===== config.mk =====
export PLATFORM = sky130hd
export DESIGN_NAME = mdio_phy_manager
export DESIGN_NICKNAME = d
export VERILOG_FILES = /design/src/hw/rtl/mpm_pkg.sv /design/src/hw/rtl/mpm_front.sv /design/src/hw/rtl/mpm_queue.sv /design/src/hw/rtl/mpm_back.sv /design/src/hw/rtl/mdio_phy_manager.sv
export SDC_FILE = /design/constraint.sdc
export NUM_CORES = 1
export LEC_CHECK = 0
export BUFFER_PORTS_ARGS = -buffer_cell sky130_fd_sc_hd__buf_2
export CORE_ASPECT_RATIO = 1.1
export CORE_UTILIZATION = 48
export CTS_BUF_LIST = sky130_fd_sc_hd__clkbuf_4 sky130_fd_sc_hd__clkbuf_8
export CTS_CLUSTER_DIAMETER = 120
export CTS_CLUSTER_SIZE = 28
export DETAILED_ROUTE_END_ITERATION = 6
export GPL_TIMING_DRIVEN = 1
export PLACE_DENSITY = 0.71
export SLEW_MARGIN = 20
export SYNTH_ARGS = -nofsm -noshare
export SYNTH_HDL_FRONTEND = slang
export SYNTH_HIERARCHICAL = 1
export SYNTH_SLANG_ARGS = --single-unit

===== constraint.sdc =====
create_clock -name clk -period 4.53 [get_ports clk]
set_clock_uncertainty 0.15 [all_clocks]
set_input_delay 1.359 -clock clk [delete_from_list [all_inputs] [get_ports clk]]
set_output_delay 1.359 -clock clk [all_outputs]
set_load 0.01 [all_outputs]

===== src/hw/rtl/mpm_pkg.sv =====
// Shared types and constants for the MDIO PHY management sequencer.
package mpm_pkg;

    // Operation classes seen by the sequencer
    typedef enum logic [1:0] {
        OP_INIT = 2'd0,
        OP_LINK = 2'd1,
        OP_AN   = 2'd2,
        OP_CPL  = 2'd3
    } op_t;

    // One classified input item
    typedef struct packed {
        op_t         op;
        logic        io_error;
        logic [15:0] read_data;
    } item_t;

    // Queue status towards the back end
    typedef struct packed {
        logic valid;
        logic full;
    } q_status_t;

    // Sequencer phases, one-hot
    typedef enum logic [8:0] {
        PH_IDLE    = 9'b000000001,
        PH_SCAN    = 9'b000000010,
        PH_ID2     = 9'b000000100,
        PH_RSTW    = 9'b000001000,
        PH_RSTPOLL = 9'b000010000,
        PH_ANWRITE = 9'b000100000,
        PH_BSR1    = 9'b001000000,
        PH_BSR2    = 9'b010000000,
        PH_SCSR    = 9'b100000000
    } phase_t;

    // Result kinds
    localparam logic [1:0] KIND_READ  = 2'd0;
    localparam logic [1:0] KIND_WRITE = 2'd1;
    localparam logic [1:0] KIND_DONE  = 2'd2;

    // Done status codes
    localparam logic [1:0] ST_OK      = 2'd0;
    localparam logic [1:0] ST_IO      = 2'd1;
    localparam logic [1:0] ST_NODEV   = 2'd2;
    localparam logic [1:0] ST_TIMEOUT = 2'd3;

    // Speed and duplex codes
    localparam logic [1:0] SPD_UNKNOWN = 2'd0;
    localparam logic [1:0] SPD_10      = 2'd1;
    localparam logic [1:0] SPD_100     = 2'd2;
    localparam logic [1:0] DPX_UNKNOWN = 2'd0;
    localparam logic [1:0] DPX_HALF    = 2'd1;
    localparam logic [1:0] DPX_FULL    = 2'd2;

    // Clause-22 register numbers
    localparam logic [4:0] REG_BMCR = 5'd0;
    localparam logic [4:0] REG_BMSR = 5'd1;
    localparam logic [4:0] REG_ID1  = 5'd2;
    localparam logic [4:0] REG_ID2  = 5'd3;
    localparam logic [4:0] REG_SCSR = 5'h1F;

    // Register values and bits
    localparam logic [15:0] BMCR_SOFT_RESET = 16'h8000;
    localparam logic [15:0] BMCR_AN_RESTART = 16'h1200;
    localparam int          BMCR_RESET_BIT  = 15;
    localparam int          BMSR_LINK_BIT   = 2;
    localparam int          SCSR_AN_DONE    = 12;
    localparam logic [15:0] ID_NONE_LOW     = 16'h0000;
    localparam logic [15:0] ID_NONE_HIGH    = 16'hFFFF;

    // Speed indication field, bits 4:2 of the vendor status register
    localparam logic [2:0] SCSR_10_HALF  = 3'b001;
    localparam logic [2:0] SCSR_100_HALF = 3'b010;
    localparam logic [2:0] SCSR_10_FULL  = 3'b101;
    localparam logic [2:0] SCSR_100_FULL = 3'b110;

    // Reset value of the poll limit register
    localparam logic [15:0] POLL_LIMIT_RESET = 16'd1000;

    // One result item
    typedef struct packed {
        logic [1:0]  kind;
        logic [4:0]  phy_addr;
        logic [4:0]  reg_addr;
        logic [15:0] write_data;
        logic [1:0]  status;
        logic        link_up;
        logic [1:0]  speed;
        logic [1:0]  duplex;
        logic [15:0] id_high;
        logic [15:0] id_low;
    } result_t;

endpackage


===== src/hw/rtl/mpm_front.sv =====
// Input stage: takes transfers from the slave side and classifies them.
module mpm_front
(
    input  logic                  clk,
    input  logic                  rst_n,
    input  logic                  in_valid,
    output logic                  in_ready,
    input  logic [1:0]            in_type,
    input  logic                  in_error,
    input  logic [15:0]           in_data,
    input  mpm_pkg::q_status_t    q_status,
    output logic                  push,
    output mpm_pkg::item_t        push_item
);

    logic           valid_reg;
    logic           valid_next;
    mpm_pkg::item_t item_reg;
    mpm_pkg::op_t   op_dec;

    // Request type decode
    always_comb
    begin
        unique case (in_type)
            2'd0:    op_dec = mpm_pkg::OP_INIT;
            2'd1:    op_dec = mpm_pkg::OP_LINK;
            2'd2:    op_dec = mpm_pkg::OP_AN;
            default: op_dec = mpm_pkg::OP_CPL;
        endcase
    end

    // Hand on to the queue whenever it has room
    assign push       = valid_reg && !q_status.full;
    assign in_ready   = !valid_reg || !q_status.full;
    assign push_item  = item_reg;
    assign valid_next = (in_valid && in_ready) || (valid_reg && q_status.full);

    always_ff @(posedge clk or negedge rst_n)
    begin
        if (!rst_n)
        begin
            valid_reg <= 1'b0;
        end
        else
        begin
            valid_reg <= valid_next;
        end
    end

    // Payload, no reset
    always_ff @(posedge clk)
    begin
        if (in_valid && in_ready)
        begin
            item_reg.op        <= op_dec;
            item_reg.io_error  <= in_error;
            item_reg.read_data <= in_data;
        end
    end

endmodule


===== src/hw/rtl/mpm_queue.sv =====
// Two-entry queue between the classifier and the sequencer.
module mpm_queue
(
    input  logic               clk,
    input  logic               rst_n,
    input  logic               push,
    input  mpm_pkg::item_t     push_item,
    input  logic               pop,
    output mpm_pkg::item_t     head_item,
    output mpm_pkg::q_status_t status
);

    mpm_pkg::item_t entry_reg [2];
    logic           wr_ptr_reg;
    logic           rd_ptr_reg;
    logic [1:0]     count_reg;
    logic [1:0]     count_next;

    assign status.valid = (count_reg != 2'd0);
    assign status.full  = (count_reg == 2'd2);
    assign head_item    = entry_reg[rd_ptr_reg];

    // Occupancy update
    always_comb
    begin
        count_next = count_reg;
        if (push && !pop)
        begin
            count_next = count_reg + 2'd1;
        end
        else if (pop && !push)
        begin
            count_next = count_reg - 2'd1;
        end
    end

    always_ff @(posedge clk or negedge rst_n)
    begin
        if (!rst_n)
        begin
            wr_ptr_reg <= 1'b0;
            rd_ptr_reg <= 1'b0;
            count_reg  <= 2'd0;
        end
        else
        begin
            count_reg <= count_next;
            if (push)
            begin
                wr_ptr_reg <= !wr_ptr_reg;
            end
            if (pop)
            begin
                rd_ptr_reg <= !rd_ptr_reg;
            end
        end
    end

    // Entry storage
    always_ff @(posedge clk)
    begin
        if (push)
        begin
            entry_reg[wr_ptr_reg] <= push_item;
        end
    end

endmodule


===== src/hw/rtl/mpm_back.sv =====
// Sequencer: steps the PHY management phases and holds the result register.
module mpm_back
#(
    parameter int ADDR_COUNT = 32
)
(
    input  logic               clk,
    input  logic               rst_n,
    input  logic [15:0]        poll_limit,
    input  mpm_pkg::q_status_t q_status,
    input  mpm_pkg::item_t     item,
    output logic               pop,
    output logic               out_valid,
    input  logic               out_ready,
    output mpm_pkg::result_t   out_result
);

    localparam int SCAN_W = $clog2(ADDR_COUNT + 1);
    localparam logic [SCAN_W:0] SCAN_END = (SCAN_W + 1)'(ADDR_COUNT);

    mpm_pkg::phase_t   phase_reg, phase_next;
    logic [SCAN_W-1:0] scan_reg, scan_next;
    logic [SCAN_W:0]   scan_inc;
    logic              any_reg, any_next;
    logic [15:0]       poll_reg, poll_next;
    logic [4:0]        found_reg, found_next;
    logic [15:0]       idf_reg, idf_next;
    logic [15:0]       ids_reg, ids_next;
    logic              out_valid_reg, out_valid_next;
    mpm_pkg::result_t  out_reg;

    logic              res_valid;
    logic [1:0]        res_kind;
    logic [4:0]        res_phy;
    logic [4:0]        res_regnum;
    logic [15:0]       res_wdata;
    logic [1:0]        res_status;
    logic              res_up;
    logic [1:0]        res_speed;
    logic [1:0]        res_duplex;
    logic              err;
    logic [15:0]       d;

    // Take the next item when the result register is free or being drained
    assign pop        = q_status.valid && (!out_valid_reg || out_ready);
    assign out_valid  = out_valid_reg;
    assign out_result = out_reg;
    assign err        = item.io_error;
    assign d          = item.read_data;
    assign scan_inc   = (SCAN_W + 1)'(scan_reg) + (SCAN_W + 1)'(1);

    // Phase transitions and result selection
    always_comb
    begin
        phase_next = phase_reg;
        scan_next  = scan_reg;
        any_next   = any_reg;
        poll_next  = poll_reg;
        found_next = found_reg;
        idf_next   = idf_reg;
        ids_next   = ids_reg;
        res_valid  = 1'b0;
        res_kind   = mpm_pkg::KIND_READ;
        res_phy    = 5'd0;
        res_regnum = 5'd0;
        res_wdata  = 16'd0;
        res_status = mpm_pkg::ST_OK;
        res_up     = 1'b0;
        res_speed  = mpm_pkg::SPD_UNKNOWN;
        res_duplex = mpm_pkg::DPX_UNKNOWN;

        if (pop)
        begin
            unique case (item.op)
                mpm_pkg::OP_INIT:
                begin
                    scan_next  = '0;
                    any_next   = 1'b0;
                    found_next = 5'd0;
                    idf_next   = 16'd0;
                    ids_next   = 16'd0;
                    phase_next = mpm_pkg::PH_SCAN;
                    res_valid  = 1'b1;
                    res_phy    = 5'd0;
                    res_regnum = mpm_pkg::REG_ID1;
                end
                mpm_pkg::OP_LINK:
                begin
                    phase_next = mpm_pkg::PH_BSR1;
                    res_valid  = 1'b1;
                    res_phy    = found_reg;
                    res_regnum = mpm_pkg::REG_BMSR;
                end
                mpm_pkg::OP_AN:
                begin
                    phase_next = mpm_pkg::PH_ANWRITE;
                    res_valid  = 1'b1;
                    res_kind   = mpm_pkg::KIND_WRITE;
                    res_phy    = found_reg;
                    res_regnum = mpm_pkg::REG_BMCR;
                    res_wdata  = mpm_pkg::BMCR_AN_RESTART;
                end
                default:
                begin
                    // MDIO completion
                    unique case (phase_reg)
                        mpm_pkg::PH_SCAN:
                        begin
                            if (!err)
                            begin
                                any_next = 1'b1;
                            end
                            if (!err && d != mpm_pkg::ID_NONE_LOW
                                && d != mpm_pkg::ID_NONE_HIGH)
                            begin
                                found_next = 5'(scan_reg);
                                idf_next   = d;
                                phase_next = mpm_pkg::PH_ID2;
                                res_valid  = 1'b1;
                                res_phy    = 5'(scan_reg);
                                res_regnum = mpm_pkg::REG_ID2;
                            end
                            else
                            begin
                                scan_next = scan_inc[SCAN_W-1:0];
                                res_valid = 1'b1;
                                if (scan_inc >= SCAN_END)
                                begin
                                    phase_next = mpm_pkg::PH_IDLE;
                                    res_kind   = mpm_pkg::KIND_DONE;
                                    res_phy    = found_reg;
                                    res_status = any_next ? mpm_pkg::ST_NODEV
                                                          : mpm_pkg::ST_IO;
                                end
                                else
                                begin
                                    res_phy    = 5'(scan_inc);
                                    res_regnum = mpm_pkg::REG_ID1;
                                end
                            end
                        end
                        mpm_pkg::PH_ID2:
                        begin
                            res_valid = 1'b1;
                            res_phy   = found_reg;
                            if (err)
                            begin
                                phase_next = mpm_pkg::PH_IDLE;
                                res_kind   = mpm_pkg::KIND_DONE;
                                res_status = mpm_pkg::ST_IO;
                            end
                            else
                            begin
                                ids_next   = d;
                                poll_next  = 16'd0;
                                phase_next = mpm_pkg::PH_RSTW;
                                res_kind   = mpm_pkg::KIND_WRITE;
                                res_regnum = mpm_pkg::REG_BMCR;
                                res_wdata  = mpm_pkg::BMCR_SOFT_RESET;
                            end
                        end
                        mpm_pkg::PH_RSTW:
                        begin
                            res_valid = 1'b1;
                            res_phy   = found_reg;
                            if (err)
                            begin
                                phase_next = mpm_pkg::PH_IDLE;
                                res_kind   = mpm_pkg::KIND_DONE;
                                res_status = mpm_pkg::ST_IO;
                            end
                            else
                            begin
                                poll_next  = 16'd1;
                                phase_next = mpm_pkg::PH_RSTPOLL;
                                res_regnum = mpm_pkg::REG_BMCR;
                            end
                        end
                        mpm_pkg::PH_RSTPOLL:
                        begin
                            res_valid = 1'b1;
                            res_phy   = found_reg;
                            if (err)
                            begin
                                phase_next = mpm_pkg::PH_IDLE;
                                res_kind   = mpm_pkg::KIND_DONE;
                                res_status = mpm_pkg::ST_IO;
                            end
                            else if (!d[mpm_pkg::BMCR_RESET_BIT])
                            begin
                                phase_next = mpm_pkg::PH_ANWRITE;
                                res_kind   = mpm_pkg::KIND_WRITE;
                                res_regnum = mpm_pkg::REG_BMCR;
                                res_wdata  = mpm_pkg::BMCR_AN_RESTART;
                            end
                            else if (poll_reg >= poll_limit)
                            begin
                                phase_next = mpm_pkg::PH_IDLE;
                                res_kind   = mpm_pkg::KIND_DONE;
                                res_status = mpm_pkg::ST_TIMEOUT;
                            end
                            else
                            begin
                                poll_next  = poll_reg + 16'd1;
                                res_regnum = mpm_pkg::REG_BMCR;
                            end
                        end
                        mpm_pkg::PH_ANWRITE:
                        begin
                            phase_next = mpm_pkg::PH_IDLE;
                            res_valid  = 1'b1;
                            res_kind   = mpm_pkg::KIND_DONE;
                            res_phy    = found_reg;
                            res_status = err ? mpm_pkg::ST_IO : mpm_pkg::ST_OK;
                        end
                        mpm_pkg::PH_BSR1:
                        begin
                            res_valid = 1'b1;
                            res_phy   = found_reg;
                            if (err)
                            begin
                                phase_next = mpm_pkg::PH_IDLE;
                                res_kind   = mpm_pkg::KIND_DONE;
                                res_status = mpm_pkg::ST_IO;
                            end
                            else
                            begin
                                phase_next = mpm_pkg::PH_BSR2;
                                res_regnum = mpm_pkg::REG_BMSR;
                            end
                        end
                        mpm_pkg::PH_BSR2:
                        begin
                            res_valid = 1'b1;
                            res_phy   = found_reg;
                            if (err)
                            begin
                                phase_next = mpm_pkg::PH_IDLE;
                                res_kind   = mpm_pkg::KIND_DONE;
                                res_status = mpm_pkg::ST_IO;
                            end
                            else if (!d[mpm_pkg::BMSR_LINK_BIT])
                            begin
                                phase_next = mpm_pkg::PH_IDLE;
                                res_kind   = mpm_pkg::KIND_DONE;
                            end
                            else
                            begin
                                phase_next = mpm_pkg::PH_SCSR;
                                res_regnum = mpm_pkg::REG_SCSR;
                            end
                        end
                        mpm_pkg::PH_SCSR:
                        begin
                            phase_next = mpm_pkg::PH_IDLE;
                            res_valid  = 1'b1;
                            res_kind   = mpm_pkg::KIND_DONE;
                            res_phy    = found_reg;
                            if (err)
                            begin
                                res_status = mpm_pkg::ST_IO;
                            end
                            else
                            begin
                                res_up = 1'b1;
                                if (d[mpm_pkg::SCSR_AN_DONE])
                                begin
                                    unique case (d[4:2])
                                        mpm_pkg::SCSR_100_FULL:
                                        begin
                                            res_speed  = mpm_pkg::SPD_100;
                                            res_duplex = mpm_pkg::DPX_FULL;
                                        end
                                        mpm_pkg::SCSR_100_HALF:
                                        begin
                                            res_speed  = mpm_pkg::SPD_100;
                                            res_duplex = mpm_pkg::DPX_HALF;
                                        end
                                        mpm_pkg::SCSR_10_FULL:
                                        begin
                                            res_speed  = mpm_pkg::SPD_10;
                                            res_duplex = mpm_pkg::DPX_FULL;
                                        end
                                        mpm_pkg::SCSR_10_HALF:
                                        begin
                                            res_speed  = mpm_pkg::SPD_10;
                                            res_duplex = mpm_pkg::DPX_HALF;
                                        end
                                        default:
                                        begin
                                            res_speed  = mpm_pkg::SPD_UNKNOWN;
                                            res_duplex = mpm_pkg::DPX_UNKNOWN;
                                        end
                                    endcase
                                end
                            end
                        end
                        default:
                        begin
                            // idle: completion dropped
                            phase_next = mpm_pkg::PH_IDLE;
                        end
                    endcase
                end
            endcase
        end
    end

    // Result register occupancy
    assign out_valid_next = pop ? res_valid : (out_valid_reg && !out_ready);

    always_ff @(posedge clk or negedge rst_n)
    begin
        if (!rst_n)
        begin
            phase_reg     <= mpm_pkg::PH_IDLE;
            scan_reg      <= '0;
            any_reg       <= 1'b0;
            poll_reg      <= 16'd0;
            found_reg     <= 5'd0;
            idf_reg       <= 16'd0;
            ids_reg       <= 16'd0;
            out_valid_reg <= 1'b0;
        end
        else
        begin
            phase_reg     <= phase_next;
            scan_reg      <= scan_next;
            any_reg       <= any_next;
            poll_reg      <= poll_next;
            found_reg     <= found_next;
            idf_reg       <= idf_next;
            ids_reg       <= ids_next;
            out_valid_reg <= out_valid_next;
        end
    end

    // Result payload, no reset
    always_ff @(posedge clk)
    begin
        if (pop && res_valid)
        begin
            out_reg.kind       <= res_kind;
            out_reg.phy_addr   <= res_phy;
            out_reg.reg_addr   <= res_regnum;
            out_reg.write_data <= res_wdata;
            out_reg.status     <= res_status;
            out_reg.link_up    <= res_up;
            out_reg.speed      <= res_speed;
            out_reg.duplex     <= res_duplex;
            out_reg.id_high    <= idf_next;
            out_reg.id_low     <= ids_next;
        end
    end

endmodule


===== src/hw/rtl/mdio_phy_manager.sv =====
// Top level of the MDIO PHY management sequencer.
//
// Channel   Direction  Transfer contents
// s_*       in         commands and MDIO completions (tuser: request type)
// m_*       out        MDIO read/write requests and done results (tuser: kind)
// cfg_*     in         reset poll limit, write only
//
// One transfer per cycle is sustained in both directions while m_tready is held high;
// each input costs one sequencer step in the back end, which issues at most one result.
// An input transfer reaches its result through the input stage, the queue and the
// result register.
// Reset is asynchronous and active low; no clearing pass is needed.
// A stalled master side backs up through the two-entry queue before s_tready
// drops; inputs that give no result never occupy the result register.
module mdio_phy_manager
#(
    parameter int ADDR_COUNT = 32
)
(
    input  logic        clk,
    input  logic        rst_n,
    input  logic        s_tvalid,
    output logic        s_tready,
    input  logic [23:0] s_tdata,   // io_error, read_data[15:0], zero pad
    input  logic [1:0]  s_tuser,   // req_type[1:0]
    output logic        m_tvalid,
    input  logic        m_tready,
    output logic [71:0] m_tdata,   // phy_addr, reg_addr, write_data, status,
                                   // link_up, speed, duplex, id_high, id_low, pad
    output logic [1:0]  m_tuser,   // kind[1:0]
    input  logic        cfg_wen,
    input  logic [15:0] cfg_wdata
);

    logic               poll_limit_reg;
    logic [15:0]        poll_limit_q_reg;
    logic               push;
    logic               pop;
    mpm_pkg::item_t     push_item;
    mpm_pkg::item_t     head_item;
    mpm_pkg::q_status_t q_status;
    mpm_pkg::result_t   result;

    // Poll limit register
    always_ff @(posedge clk or negedge rst_n)
    begin
        if (!rst_n)
        begin
            poll_limit_q_reg <= mpm_pkg::POLL_LIMIT_RESET;
            poll_limit_reg   <= 1'b0;
        end
        else
        begin
            poll_limit_reg <= cfg_wen;
            if (cfg_wen)
            begin
                poll_limit_q_reg <= cfg_wdata;
            end
        end
    end

    mpm_front u_front
    (
        .clk       (clk),
        .rst_n     (rst_n),
        .in_valid  (s_tvalid),
        .in_ready  (s_tready),
        .in_type   (s_tuser),
        .in_error  (s_tdata[0]),
        .in_data   (s_tdata[16:1]),
        .q_status  (q_status),
        .push      (push),
        .push_item (push_item)
    );

    mpm_queue u_queue
    (
        .clk       (clk),
        .rst_n     (rst_n),
        .push      (push),
        .push_item (push_item),
        .pop       (pop),
        .head_item (head_item),
        .status    (q_status)
    );

    mpm_back
    #(
        .ADDR_COUNT (ADDR_COUNT)
    )
    u_back
    (
        .clk        (clk),
        .rst_n      (rst_n),
        .poll_limit (poll_limit_q_reg),
        .q_status   (q_status),
        .item       (head_item),
        .pop        (pop),
        .out_valid  (m_tvalid),
        .out_ready  (m_tready),
        .out_result (result)
    );

    // Pack the result onto the master side
    assign m_tuser = result.kind;
    assign m_tdata = {7'd0, result.id_low, result.id_high, result.duplex, result.speed,
                      result.link_up, result.status, result.write_data,
                      result.reg_addr, result.phy_addr};

`ifndef SYNTHESIS
    // A held result must not be overwritten by a new step
    assert property (@(posedge clk) disable iff (!rst_n)
        (m_tvalid && !m_tready) |-> !pop)
        else $error("sequencer stepped while result stalled");

    // The queue only pops an entry it holds
    assert property (@(posedge clk) disable iff (!rst_n)
        pop |-> q_status.valid)
        else $error("pop from empty queue");

    // Input stage stalls only behind a full queue
    assert property (@(posedge clk) disable iff (!rst_n)
        !s_tready |-> q_status.full)
        else $error("input stalled with queue space");

    // No reserved kind is ever issued
    assert property (@(posedge clk) disable iff (!rst_n)
        m_tvalid |-> (m_tuser == mpm_pkg::KIND_READ || m_tuser == mpm_pkg::KIND_WRITE
                      || m_tuser == mpm_pkg::KIND_DONE))
        else $error("reserved result kind");

    // A configuration write lands in the poll limit on the next cycle
    assert property (@(posedge clk) disable iff (!rst_n)
        poll_limit_reg |-> (poll_limit_q_reg == $past(cfg_wdata)))
        else $error("poll limit not updated");
`endif

endmodule


# Word-level counts from Yosys, hierarchy flattened
# Memories as Yosys holds them, arrays and structs flattened.
# Index checks and enable logic that the tools add are counted.
# totals
reg_bits	177
mem_bits_rw	38
output_inout_bits	76
elab_cells	199
memories	1
# classes
n_addsub	4
n_lt_le_gt_ge	2
n_eq_ne	26
muxes	85
n_bitwise	5
n_reduce_logical	50
# memory_table
name	depth	word_bits	read_ports	rd_clocked_by_memory_dff	wr	line_no	rtl
u_queue.entry_reg	2	19	1	0	1	mpm_queue.sv:13	mpm_pkg::item_t entry_reg [2];
# op_table
operator	count
16-bit two-way mux	13
16-bit one-hot mux with 2 select lines	4
9-bit two-way mux	7
9-bit one-hot mux with 6 select lines	1
16-bit one-hot mux with 3 select lines	1
5-bit two-way mux	8
2-bit two-way mux	18
5-bit one-hot mux with 2 select lines	3
5-bit one-hot mux with 3 select lines	2
9-bit one-hot mux with 3 select lines	1
16-bit by 1-bit adder with 16-bit output (second input constant)	1
16-bit >= comparator	1
16-bit != test (second input constant)	1
16-bit nonzero test	1
2-bit OR reduction	8
1-bit two-way mux	14
7-bit OR reduction	2
13-bit two-way mux	1
6-bit two-way mux	2
2-bit one-hot mux with 2 select lines	3
2-bit one-hot mux with 3 select lines	2
2-bit one-hot mux with 6 select lines	1
6-bit one-hot mux with 2 select lines	1
1-bit logical AND	10
38 further kinds	66

# Depth between registers and ports, before layout
# Gate-level depths: netlist of the first run.
# An unclocked memory read counts as a cell.
# logic_depth
word_depth	9
mapped_depth	11
ltp_nobuf	8

# By module
# The synthesis of the first run kept the hierarchy.
# by_module_without_submodules
mod	instances	cells_per_inst	area_per_inst_um2
mpm_back	1	631	6351.1
mpm_queue	1	75	1640.3
mdio_phy_manager	1	42	713.2
mpm_front	1	26	629.4

# Least setup slack after synthesis of the first run
# OpenSTA, ideal clock, no wires.
# synth_path
path_kind	input-to-reg
startpoint	input m_tready
endpoint	register u_back.out_reg, in the netlist u_back/out_result[0] (enable)
setup_time_ns	0.491
arrival_time_ns	4.284
setup_slack_ns	-0.396
path_stages	3
cell_sequence	nand2b_1 -> nand2_1 -> a31oi_1
# synth_between
elab_chain_len	4
# synth_rtl
element	line_no	rtl
start, declared	mdio_phy_manager.sv:27	input logic m_tready,
1-bit logical OR (*)	mpm_back.sv:45	assign pop = q_status.valid && (!out_valid_reg || out_ready);
1-bit logical AND (*)	mpm_back.sv:45	
1-bit two-way mux	mpm_back.sv:72	if (pop)
1-bit logical AND (*)	mpm_back.sv:341	if (pop && res_valid)
end, declared	mpm_back.sv:30	mpm_pkg::result_t out_reg;
# Mark *: on every way between the ends. The rest lies on a longest branch, timed or not.
# A chain may end at the register's enable or synchronous reset.

# Worst setup path in the final report of the first run
# layout_path
startpoint	register poll_limit_q_reg[5]
endpoint	register u_back.phase_reg[3]
# layout_between
elab_chain_len	3
# layout_rtl
element	line_no	rtl
start, declared	mdio_phy_manager.sv:36	logic [15:0] poll_limit_q_reg;
start signal, assigned	mdio_phy_manager.sv:49	poll_limit_q_reg <= mpm_pkg::POLL_LIMIT_RESET;
start signal, assigned	mdio_phy_manager.sv:57	poll_limit_q_reg <= cfg_wdata;
16-bit >= comparator	mpm_back.sv:196	else if (poll_reg >= poll_limit)
7-bit by 6-bit != test with 1-bit output (no line)	-	
3-bit AND reduction (no line)	-	
end signal, assigned	mpm_back.sv:316	phase_reg <= mpm_pkg::PH_IDLE;
end signal, assigned	mpm_back.sv:327	phase_reg <= phase_next;
end, declared	mpm_back.sv:21	mpm_pkg::phase_t phase_reg, phase_next;
# Every way passes these cells.

==> reports/results.env, run 1 <==
FP.COREAREA_UM2=19100
PATH_MAX_FANOUT=10
HORIZONTAL_DIE_DIMENSION_UM=135.0
FINALWIRELENGTH_UM=18660
POWER.SWITCHING_FRACTION_PCT=38.95
SYNTH-MAIN-FF-CELL='sky130_fd_sc_hd__edfxtp_1'
MET3_LENGTH_UM=1055
YOSYS-TOP-CELLS-AREA='sky130_fd_sc_hd__edfxtp_1 35%, sky130_fd_sc_hd__dfrtp_1 23%, sky130_fd_sc_hd__mux2_4 4.7%'
POWER.DENSITY_CELL_AREA_nW_PER_UM2=608.3
TRACK_USAGE_PCT=19.34
GRT_START_MAX_NET_PINS=42
DELAY_OF_THE_SLOWEST_CRITICAL_PATH_STAGE_NS=0.55
DRIVE_ABOVE_1_SHARE_PCT=23.48
CLOCK_POWER_SHARE_PCT=19.7
DR.FIRST_ITER.DRC_COUNT=503
MAXSLEWVIOLCOUNT=0
PRE_CTS_WS_NS=0.7925
TOTALNEGATIVESETUPSLACK_NS=0
CRITPATHARRIVALTIME_NS=3.82
DETAIL_ROUTE.FIRST_PASS.ITERATIONS=7
DETAIL_ROUTE.WIRELENGTH.MET1_UM=8182
INSTANCES_NO_FILL=1116
CTS_BUFFER_DEPTH=2
MAX-SLEW-MARGIN-REL_PCT=43.10
PLACE_CONGESTION=0.8823
LARGEST_REGISTER_FFS=51
TIMING.CRITICAL_PATH.SLOWEST_STAGE_CELL='sky130_fd_sc_hd__dfstp_2'
FINAL_NET_COUNT=926
CTS_MADE_BUFFERS=17
CTSRESIZECOUNT=0
ANTENNA_LEFT=0
DETAILED_PLACE_HPWL_UM=13180
FRACTION_OF_THE_YOSYS_AREA_TAKEN_BY_SEQUENTIAL_CELLS_PCT=59.24
WHS_NS=0.3059
PLACEMENT_ROWS=53
DRCVIOLATIONCOUNT=0
POST_CTS_CLOCK_SLEW_AT_THE_LAUNCH_AND_CAPTURE_REGISTERS_OF_THE_WORST_SETUP_AND_HOLD_PATHS_NS=0.12
CTSHOLDBUFFERS=0
ASYNCSETRESETFLOPFRACSYNTH_PCT=45.73
ROUTE.VIAS.TOTAL=6164
FIRST_GLOBAL_VIAS=5910
INITIAL_CORE_UTIL_PCT=48.87
CP_CELL_SEQUENCE='inv_1 > ha_1 > a21o_1 > a221oi_1 > o32a_1 > nand2_1 > o21bai_1 > buf_4 > mux2_1'
SYNTHESIS.INSTANCES=774
YOSYS_REGISTER_BITS=199
OUTCOME='complete, no violations'
CTS-HTREE-LEVELS=4
MAPPEDNETLISTAREA_UM2=9334
ROUTED_VIA_DENSITY=5.523
FMAX_MHz=276.4
POWER.SEQUENTIAL.FRACTION_PCT=44.1
GRT_OVERFLOW=0
POWER_LEAKAGE_uW=0.004334
ROUTE.TOP_LAYER_USED='met4'
YOSYS_WARNINGS=6
CTS_TREE='done'
PLACE.DETAILED.INSTANCES=1084
TIMING.FINAL.SETUP_VIOLATIONS=0
MAX-VDD-IR-DROP_V=0.0003367
CTS_SETUP_BUFFERS=0
POWER_FRAC_COMB_PCT=36.2
PERIOD_SHARE_PCT=79.87
GLOBAL_ROUTE_WIRE_LENGTH_BEFORE_REPAIR_UM=29920
CLOCK_SINK_COUNT=199
DETAILROUTE.WIRELENGTH.MET2_UM=9172
WIRE_PER_INST_UM=16.72
NUMPORTBUFFERS=95
SYNTH.DISTINCT_CELLS=81
REPORT.FINAL.HOLD_VIOL_COUNT=0
SETUP_CP_TYPE='reg2reg'
DRV_CAP=0
SYNTH-EDFF-COUNT=108
AREA_DELTA_SYNTH_FINAL_PCT=11.30
CLK-INSERTION-DELAY-LATE_NS=0.48
FIN_WS_NS=0.9118
NUM-FILL-CELLS=1606
TIGHTESTPINTRANSITION_NS=0.8536
HP-CLASS='reg2reg'
CHIPHEIGHT_UM=148.3
GRT_SETUP_UNREPAIRED='no'
POWER.NET_SWITCHING_uW=2461
SYNTH_AREA_LEADER_CELL='sky130_fd_sc_hd__edfxtp_1'
CLOCKROOTBUFFER='sky130_fd_sc_hd__clkbuf_8'
SYNTH_LARGEST_TYPE_AREA_FRACTION_PCT=34.75
DIEAREA_UM2=20010
SYN-MEAN-INSTANCE-AREA_UM2=12.06
PIN_COUNT=123
P_INT_uW=3858
WORSTPATHREQUIRED_NS=4.74
START_KIND='flop'
ENDPOINT_KIND='flop'
GRT_ANTENNA_BEFORE_REPAIR=0
NUM_ANTENNA_CELLS=0
CRIT_PATH_TIME_FINAL_NS=3.618
worst max-delay path, delay by kind of cell (launching register included):
| kind | cells | cell delay, ns |
|---|---|---|
| fa+ha+maj | 1 | 0.30 |
| mux | 1 | 0.33 |
| flops | 1 | 0.55 |
| compound gates | 4 | 1.56 |
| buf+inv | 2 | 0.30 |
| simple gates | 1 | 0.31 |
cells by family (layout without fill, tap and decap cells):
group / Yosys count / count (layout) / synth area share (%)
AO/OA/AOI/OAI: 159 / 159 / 10.98
other: 2 / 20 / 0.08046
AND/OR/NAND/NOR: 245 / 245 / 13.79
buffers and inverters: 91 / 168 / 5.308
adder cells (fa/ha/maj): 23 / 23 / 3.083
XOR/XNOR: 9 / 9 / 0.8446
flip-flops: 199 / 199 / 59.24
multiplexers: 46 / 46 / 6.676
synthesized netlist by cell type (6+ instances only):
cell	number
sky130_fd_sc_hd__and4_1	7
sky130_fd_sc_hd__nor2_1	23
sky130_fd_sc_hd__xor2_1	6
sky130_fd_sc_hd__a31oi_1	12
sky130_fd_sc_hd__nand2b_1	11
sky130_fd_sc_hd__and3_1	8
sky130_fd_sc_hd__a22oi_1	7
sky130_fd_sc_hd__or3_1	6
sky130_fd_sc_hd__nor2b_1	6
sky130_fd_sc_hd__edfxtp_1	108
sky130_fd_sc_hd__or4_1	9
sky130_fd_sc_hd__nand2_1	102
sky130_fd_sc_hd__and2_1	6
sky130_fd_sc_hd__mux2_4	29
sky130_fd_sc_hd__dfstp_2	7
sky130_fd_sc_hd__mux2_2	10
sky130_fd_sc_hd__clkbuf_1	22
sky130_fd_sc_hd__nand3_1	18
sky130_fd_sc_hd__o211ai_1	8
sky130_fd_sc_hd__a21oi_1	25
sky130_fd_sc_hd__inv_1	29
sky130_fd_sc_hd__buf_4	26
sky130_fd_sc_hd__ha_1	23
sky130_fd_sc_hd__dfrtp_1	84
sky130_fd_sc_hd__nor3_1	8
sky130_fd_sc_hd__buf_2	6
sky130_fd_sc_hd__nand4_1	10
sky130_fd_sc_hd__o21ai_0	58
layout by cell type, fill, tap and decap left out, drive strengths merged, types with 10 or more instances in the layout:
master / n
nor2: 24
nand2b: 11
o21ai: 61
nand2: 103
edfxtp: 108
clkbuf: 17
a21oi: 25
mux2: 43
a31oi: 12
inv: 43
dfrtp: 84
buf: 106
conb: 20
ha: 23
nand3: 18
nand4: 10
per-layer routing:
metal  up-vias  track usage (%)
met1      2982            25.41
met4         0            6.685
met3        18            4.090
met2       208            31.75
li1       2956                -
met5         -                0
metrics by stage:
stage	instance area [µm²]	total power [µW]	util (%)
finish	10390	6319	54.40
global route	10390	6688	54.40
CTS	10380	6367	54.36
detailed placement	9925	5111	51.97
global placement	9925	5071	51.97
floorplan	9408	4388	-
final timing paths:
check | slack (ns) | depth (start not counted) | from | endpoint
setup / recovery | 0.91 | 9 | poll_limit_q_reg[5]$_DFFE_PN1P_ | u_back/phase_reg[3]$_DFFE_PN0P_
max in group asynchronous | 2.68 | 2 | rst_n | u_back/phase_reg[0]$_DFFE_PN1P_
hold reg to reg | 0.31 | 0 | u_front/push_item[16]$_DFFE_PP_ | u_queue/entry_reg[0][16]$_DFFE_PP_
min in group asynchronous | 0.71 | 1 | rst_n | poll_limit_q_reg[15]$_DFFE_PN0P_
setup reg to reg | 0.91 | 9 | poll_limit_q_reg[5]$_DFFE_PN1P_ | u_back/phase_reg[3]$_DFFE_PN0P_
hold / removal | 0.31 | 0 | u_front/push_item[16]$_DFFE_PP_ | u_queue/entry_reg[0][16]$_DFFE_PP_
power by group through the flow:
stage | clock network, µW | logic, µW | registers (µW)
after floorplan | 0 | 1480 | 2910
after global placement | 0 | 2260 | 2810
after detailed placement | 0 | 2290 | 2820
after CTS | 1280 | 2300 | 2790
after global routing | 1360 | 2490 | 2840
final | 1250 | 2290 | 2780
layout make-up:
cell class / instances / area (µm²) / area share (%)
clock buffers: 17 / 234.0 / 2.252
clock inverters: 15 / 222.7 / 2.144
inverters: 30 / 112.6 / 1.084
multi-input cells: 502 / 3408 / 32.81
flip-flops and latches: 199 / 5529 / 53.22
well taps: 247 / 309.0 / 2.975
repair buffers: 106 / 573.1 / 5.516
(Power assumes the default switching activity.)
==> inputs of run 2 (changes only) <==
clock period = 3.03 ns   (was 4.53 ns; I/O delays follow)
==> run 2 against run 1 <==
Compared with the run above: final cell count grew 3.4%; critical path depth is the same; non-clock buffer count grew 38; worst hold slack lost 0.10 ns; sequential power grew 50%; first-iteration DRC count shrank 3.6%; critical path type unchanged; critical endpoint is now u_back/phase_reg[8]$_DFFE_PN0P_.
==> reports/results.env, run 2 (synthesized netlist as in run 1, its figures left out) <==
OUTCOME='complete, no violations'  # unchanged
WORSTPATHREQUIRED_NS=3.26  # was 4.74 ns
SEQUENTIAL_CELL_AREA_UM2=5529  # unchanged
DRIVE_ABOVE_1_SHARE_PCT=27.01  # was 23.48%
NUM-FILL-CELLS=1581  # was 1606
GLOBAL_ROUTE_WIRE_LENGTH_BEFORE_REPAIR_UM=30280  # was 29920 µm
DRCVIOLATIONCOUNT=0  # unchanged
GRT_START_MAX_NET_PINS=40  # was 42
REPORT.FINAL.HOLD_VIOL_COUNT=0  # unchanged
PATH_MAX_FANOUT=20  # was 10
PLACEMENT_ROWS=53  # unchanged
DRV_CAP=0  # unchanged
AREA_DELTA_SYNTH_FINAL_PCT=14.75  # was 11.30%
FMAX_MHz=331.9  # was 276.4 MHz
DETAIL_ROUTE.FIRST_PASS.ITERATIONS=5  # was 7
HORIZONTAL_DIE_DIMENSION_UM=135.0  # unchanged
DR.FIRST_ITER.DRC_COUNT=485  # was 503
LAYOUT.CELLS.MOST_COMMON_LIST='108 x sky130_fd_sc_hd__edfxtp_1, 102 x sky130_fd_sc_hd__nand2_1, 94 x sky130_fd_sc_hd__buf_2'  # unchanged
FINAL_UTIL_PCT=56.08  # was 54.40%
WHS_NS=0.2009  # was 0.3059 ns
MOST_COMMON_CELL_AFTER_LAYOUT_FILL_AND_TAPS_ASIDE='sky130_fd_sc_hd__edfxtp_1'  # unchanged
HP-CLASS='in2async'  # was reg2reg
CTS-HTREE-LEVELS=4  # unchanged
GRT_SETUP_UNREPAIRED='yes'  # was no
MAX-SLEW-MARGIN-REL_PCT=54.58  # was 43.10%
PLACE_CONGESTION=0.9112  # was 0.8823
FINAL_NET_COUNT=964  # was 926
TOTALNEGATIVESETUPSLACK_NS=0  # unchanged
PIN_COUNT=123  # unchanged
GRT_OVERFLOW=0  # unchanged
MULTI_INPUT_COMB_AREA_UM2=3425  # was 3408 µm²
ENDPOINT_KIND='flop'  # unchanged
NUMPORTBUFFERS=95  # unchanged
DIEAREA_UM2=20010  # unchanged
MAX-VDD-IR-DROP_V=0.0006458  # was 0.0003367 V
CHIPHEIGHT_UM=148.3  # unchanged
TRACK_USAGE_PCT=19.79  # was 19.34%
LARGEST_REGISTER_FFS=51  # unchanged
CRIT_PATH_TIME_FINAL_NS=3.013  # was 3.618 ns
CTS_MADE_BUFFERS=17  # unchanged
ROUTED_VIA_DENSITY=5.486  # was 5.523
CRITPATHARRIVALTIME_NS=3.24  # was 3.82 ns
FP.COREAREA_UM2=19100  # unchanged
CLOCKROOTBUFFER='sky130_fd_sc_hd__clkbuf_8'  # unchanged
INITIAL_CORE_UTIL_PCT=48.87  # unchanged
CTS_BUFFER_DEPTH=2  # unchanged
DETAILED_PLACE_HPWL_UM=13690  # was 13180 µm
FIRST_GLOBAL_VIAS=5962  # was 5910
TIGHTESTPINTRANSITION_NS=0.6767  # was 0.8536 ns
MAXSLEWVIOLCOUNT=0  # unchanged
POWER.DENSITY_CELL_AREA_nW_PER_UM2=907.3  # was 608.3 nW/µm²
ROUTE.VIAS.TOTAL=6331  # was 6164
PERIOD_SHARE_PCT=99.45  # was 79.87%
SETUP_CP_TYPE='reg2reg'  # unchanged
ANTENNA_LEFT=0  # unchanged
NUM_ANTENNA_CELLS=0  # unchanged
WIRE_PER_INST_UM=16.56  # was 16.72 µm
TIMING.FINAL.SETUP_VIOLATIONS=0  # unchanged
P_TOTAL_uW=9718  # was 6319 µW
START_KIND='flop'  # unchanged
CTS_TREE='done'  # unchanged
CLK-INSERTION-DELAY-LATE_NS=0.49  # was 0.48 ns
POST_CTS_CLOCK_SLEW_AT_THE_LAUNCH_AND_CAPTURE_REGISTERS_OF_THE_WORST_SETUP_AND_HOLD_PATHS_NS=0.12  # about the same
CLOCK_SINK_COUNT=199  # unchanged
CTSHOLDBUFFERS=0  # unchanged
POWER_LEAKAGE_uW=0.004533  # was 0.004334 µW
GRT_ANTENNA_BEFORE_REPAIR=0  # unchanged
FINALWIRELENGTH_UM=19110  # was 18660 µm
[run 2: cell count changes in the layout (fill, tap and decap cells not counted), moves of 2 or more]
cell	previous run	this run
sky130_fd_sc_hd__buf_4	11	47
sky130_fd_sc_hd__inv_12	9	6
sky130_fd_sc_hd__clkinv_8	1	3
sky130_fd_sc_hd__buf_12	1	3
[run 2: what timing repair did]
action                                  4_1_cts  5_1_grt
buffers inserted                              0        2
resized for setup                             1        4
pin swaps                                     0        1
endpoints found under the setup margin        3       28
[run 2: layout make-up]
type / count / area share, %
Inverter: 30 / 1.051
Clock inverter: 15 / 2.033
Timing Repair Buffer: 144 / 8.248
Multi-Input combinational cell: 502 / 31.97
Tap cell: 247 / 2.886
Clock buffer: 17 / 2.185
Sequential cell: 199 / 51.62
[run 2: final timing paths]
check | from | end | slack [ns] | cells after the start
hold reg to reg | u_front/push_item[0]$_DFFE_PP_ | u_queue/entry_reg[0][0]$_DFFE_PP_ | 0.31 | 0
max in group asynchronous | rst_n | u_back/idf_reg[13]$_DFF_PN0_ | 1.84 | 2
hold / removal | rst_n | poll_limit_q_reg[13]$_DFFE_PN0P_ | 0.20 | 1
min in group clk | u_front/push_item[0]$_DFFE_PP_ | u_queue/entry_reg[0][0]$_DFFE_PP_ | 0.31 | 0
setup / recovery | u_queue/rd_ptr_reg$_DFFE_PN0P_ | u_back/phase_reg[8]$_DFFE_PN0P_ | 0.02 | 9
setup reg to reg | u_queue/rd_ptr_reg$_DFFE_PN0P_ | u_back/phase_reg[8]$_DFFE_PN0P_ | 0.02 | 9
[run 2: metal layers]
layer	vias up	wire (µm)	track usage [%]
met2	206	9326	32.19
met3	27	995	3.545
met1	3059	8445	26.33
met5	-	0	0
met4	0	341	7.753
li1	3039	-	-
[run 2: metrics by stage]
step	std cells	area (µm²)	setup slack (ns)
floorplan	792	9417	0.09756
global placement	1120	10220	0.07768
detailed placement	1120	10220	0.02290
CTS	1152	10680	0.006772
global route	1154	10710	-0.06739
finish	1154	10710	0.01682
[run 2: critical path, stage by stage (launching register included)]
cell	delay, ns
sky130_fd_sc_hd__dfrtp_1	0.39
sky130_fd_sc_hd__buf_12	0.20
sky130_fd_sc_hd__mux2_4	0.33
sky130_fd_sc_hd__nor4_2	0.38
sky130_fd_sc_hd__a41o_1	0.32
sky130_fd_sc_hd__o21ai_2	0.09
sky130_fd_sc_hd__o41ai_2	0.31
sky130_fd_sc_hd__o21bai_1	0.18
sky130_fd_sc_hd__buf_4	0.20
sky130_fd_sc_hd__mux2_2	0.35
[run 2: report_power, final]
part           internal, µW  total [µW]  switching [µW]
clock                   685        1830            1140
combinational          1480        3710            2240
sequential             3810        4180             368
